`src/pxhist_ram.sv`:
```
// Generic single-write, single-read RAM with registered read (read-before-write).
module pxhist_ram #(
    parameter int WIDTH = 8,
    parameter int DEPTH = 256
) (
    input  logic                     i_clk,
    input  logic                     i_we,
    input  logic [$clog2(DEPTH)-1:0] i_waddr,
    input  logic [WIDTH-1:0]         i_wdata,
    input  logic [$clog2(DEPTH)-1:0] i_raddr,
    output logic [WIDTH-1:0]         o_rdata
);

    logic [WIDTH-1:0] r_mem [DEPTH];

    always_ff @(posedge i_clk) begin
        if (i_we) begin
            r_mem[i_waddr] <= i_wdata;
        end
        o_rdata <= r_mem[i_raddr];
    end

endmodule

```
`config.mk`:
```
export PLATFORM = sky130hd
export DESIGN_NAME = pxhist_ram
export DESIGN_NICKNAME = d
export VERILOG_FILES = /design/src/pxhist_ram.sv
export SDC_FILE = /design/constraint.sdc
export NUM_CORES = 2
export LEC_CHECK = 0
export BUFFER_PORTS_ARGS = -buffer_cell sky130_fd_sc_hd__buf_2
export CAP_MARGIN = 5
export CELL_PAD_IN_SITES_DETAIL_PLACEMENT = 0
export CELL_PAD_IN_SITES_GLOBAL_PLACEMENT = 1
export CORE_MARGIN = 2
export CORE_UTILIZATION = 50
export DETAILED_ROUTE_END_ITERATION = 8
export GPL_ROUTABILITY_DRIVEN = 0
export PLACE_DENSITY = 0.83
export SETUP_SLACK_MARGIN = 0.1
export SLEW_MARGIN = 40
export SYNTH_ARGS = -nofsm -noshare
export SYNTH_HDL_FRONTEND = slang
export SYNTH_SLANG_ARGS = --single-unit
```
`constraint.sdc`:
```
create_clock -name i_clk -period 2.27 [get_ports i_clk]
set_input_delay 0.454 -clock i_clk [delete_from_list [all_inputs] [get_ports i_clk]]
set_output_delay 0.454 -clock i_clk [all_outputs]
set_load 0.005 [all_outputs]
```
==> impl_metrics.ini <==
[placed_design]
dp_slack_ns = -1.08
numPortBuffers = 33
dp_hpwl_mm = 127

[detailed_routing]
final_antenna_net_count = 0
drc = 0
wirelength_mm = 202
drt_iter0_markers = 6400
avgViaCountPerCell = 6.33
wl_per_cell_um = 30.1
first_pass_iters = 6
detailroute.via_count = 42500

[power]
powerDensity_nw_per_um2 = 826
combPwrFrac_pct = 5.8
vdd_drop_max_v = 0.000584
p_int_w = 0.0614
total_power_w = 0.0780
p_clk_share_pct = 40.4
p_sw_w = 0.0166
netSwitchingFraction_pct = 21.3
leakagePower_nw = 30.8
seqPwrFrac_pct = 53.7

[floorplan]
dieHeight_um = 403
core_area_um2 = 158000
dieArea_um2 = 162000
row_count = 146
initial_core_util_pct = 50.3
die_w_um = 403
pin_count = 34

[yosys]
ys.flop_type = edfxtp_1
synth_top_family_by_area = multiplexers
muxShareOfSynthArea_pct = 14.6
syn_area_per_cell_um2 = 21.3
synthSimpleGateAreaFrac_pct = 2.63
synth_cell_types = 55
synthArstFlopShare_pct = 0
ys_ff_latch = 2056
syn_area_um2 = 79600
yosys_warnings = 0
ys_seq_area_share_pct = 77.5
syn-instance-count = 3733
synth_edf_count = 2048
synth_fa_ha_area_share_pct = 0
synth_top_area_share_pct = 77.3
ys_top_cells_by_area = edfxtp_1, mux4_2, mux2i_1, nor2_1, a22oi_1
synth_compound_area_share_pct = 3.42
synth_top_cell_by_area = edfxtp_1
syn_nets = 3759
synth_xor_area_share_pct = 0

[final_layout]
fill_cells = 10700
final_util_pct = 59.7
final_common_cell = edfxtp_1
final_layout_size_suffix_gt1_share_pct = 34.4
layout_common_cells = edfxtp_1, buf_4, mux4_2
nets = 4496
area_delta_synth_final_pct = 18.8
seq_area_um2 = 61700
multiInputGateArea_um2 = 17000

[clocking]
cts_setup_buffers = 0
cts_inserted_buffers = 194
clk_pin_slew_ns = 0.06
cts_tree = built
htree_levels = 4
root_buffer = clkbuf_16
worstSkewPairLatency_ns = 0.84
cts.sinks = 2056
clockBufferDepth = 3

[setup_path]
crit_buf_inv = 2
critPathLaunch = r_mem[139][1]$_DFFE_PP_
critical_path.cell_chain = mux4_2, mux4_2, nor2_4, a2111oi_2, buf_4, nor3_2, buf_4, nor4_2
crit_fanout = 1
setup.worst_path.class = reg2reg
cp-start-kind = flop
arrival_ns = 3.00
required_ns = 3.00
setup.worst_path.end_class = flop
crit_family = multiplexers
crit_slowest_cell = mux4_2
slowest_delay_ns = 0.57
timing.rr.start = r_mem[139][1]$_DFFE_PP_

[global_routing]
groute.usage.overall_pct = 24.8
grt_max_degree = 102
grt_pass1_wl_mm = 291
antenna_found_initial = 6
first_global_vias = 42300
gr-total-overflow = 0

[sta]
hold_violations = 0
fmax_mhz = 441
finalCriticalPeriod_ns = 2.27
slew_violations = 0
finalClockSkew_ns = 0.0366
setup_slack_ns = 0.00246
setup_violations = 0
slew_headroom_pct = 51.3
tightest_slew_ns = 0.731
fin_crit_sh_pct = 99.9
rsz0062_at_grt = yes

[min_path]
hold_path.class = in2reg
min_from = i_wdata[1]

[outcome]
status = completed

[flow_run]
max_cap_violations = 0
-- logic make-up (layout without fill, tap and decap cells) --
| logic type | count (synthesis) | in the layout |
|---|---|---|
| flip-flops | 2056 | 2056 |
| multiplexers | 591 | 591 |
| AND/OR/NAND/NOR | 466 | 466 |
| AO/OA/AOI/OAI | 385 | 385 |
| buffers and inverters | 235 | 1136 |
| other | 0 | 6 |
-- power groups by stage --
stage	combinational (W)	sequential, W	clock, W
detailed placement	0.00433	0.0427	0
floorplan	0.00210	0.0427	0
finish	0.00455	0.0419	0.0316
global placement	0.00424	0.0427	0
CTS	0.00444	0.0419	0.0319
global route	0.00475	0.0419	0.0333
-- synthesized netlist by cell type, types with 10 or more instances --
cell,count
a211oi_1,16
nand3_1,34
mux2i_1,134
buf_2,31
a21oi_1,96
clkbuf_1,111
a22oi_1,133
nor2b_1,31
o21ai_0,10
nand4_1,10
nor3_1,22
nor2_1,282
buf_4,27
mux4_2,454
buf_6,21
edfxtp_1,2048
o211ai_1,10
buf_8,13
o22ai_1,28
buf_1,22
nor4_1,24
o221ai_1,46
a221oi_1,13
nand2_1,33
-- state kept, by name (all words and copies together), names as in the netlist --
signal and cells:
r_mem 2048, o_rdata 8
-- through the flow --
stage,cell area [um^2],hold WS [ns],cells,setup TNS (ns)
global placement,87700,0.881,6343,-7.39
detailed placement,87700,0.888,6343,-7.91
floorplan,79900,0.553,3733,-0.0108
finish,94500,0.0495,6712,0
global route,94500,0.0363,6706,-0.0432
CTS,94200,0.00295,6706,0
-- what timing repair did --
item	4_1_cts	5_1_grt
pin swaps	2	12
cloned	3	0
hold buffers	0	0
setup endpoints to repair	8	8
endpoints found under the hold margin	0	0
gates resized for setup	38	49
-- area by class of cell --
type / count / area share [%]
Tap cell: 2072 / 2.74
Sequential cell: 2056 / 65.3
Timing Repair Buffer: 774 / 7.51
Inverter: 2 / 0.00794
Antenna cell: 6 / 0.0159
Clock buffer: 233 / 5.45
Clock inverter: 127 / 1.08
Multi-Input combinational cell: 1442 / 17.9
-- routing by layer --
layer	track usage, %	vias up	wire, um
met2	39.5	2702	98500
met4	9.59	2	7520
li1	-	17200	-
met1	34.2	22200	75600
met5	0	-	13
met3	4.64	447	20200
-- final timing paths --
kind / depth (start not counted) / slack [ns] / end
worst max-delay path: 8 / 0.002 / o_rdata[1]$_DFF_P_
worst min-delay path: 1 / 0.05 / r_mem[34][1]$_DFFE_PP_
worst max register to register: 8 / 0.002 / o_rdata[1]$_DFF_P_
worst min register to register: 5 / 1.10 / o_rdata[2]$_DFF_P_
No activity file was read; power rests on OpenSTA's default activity.
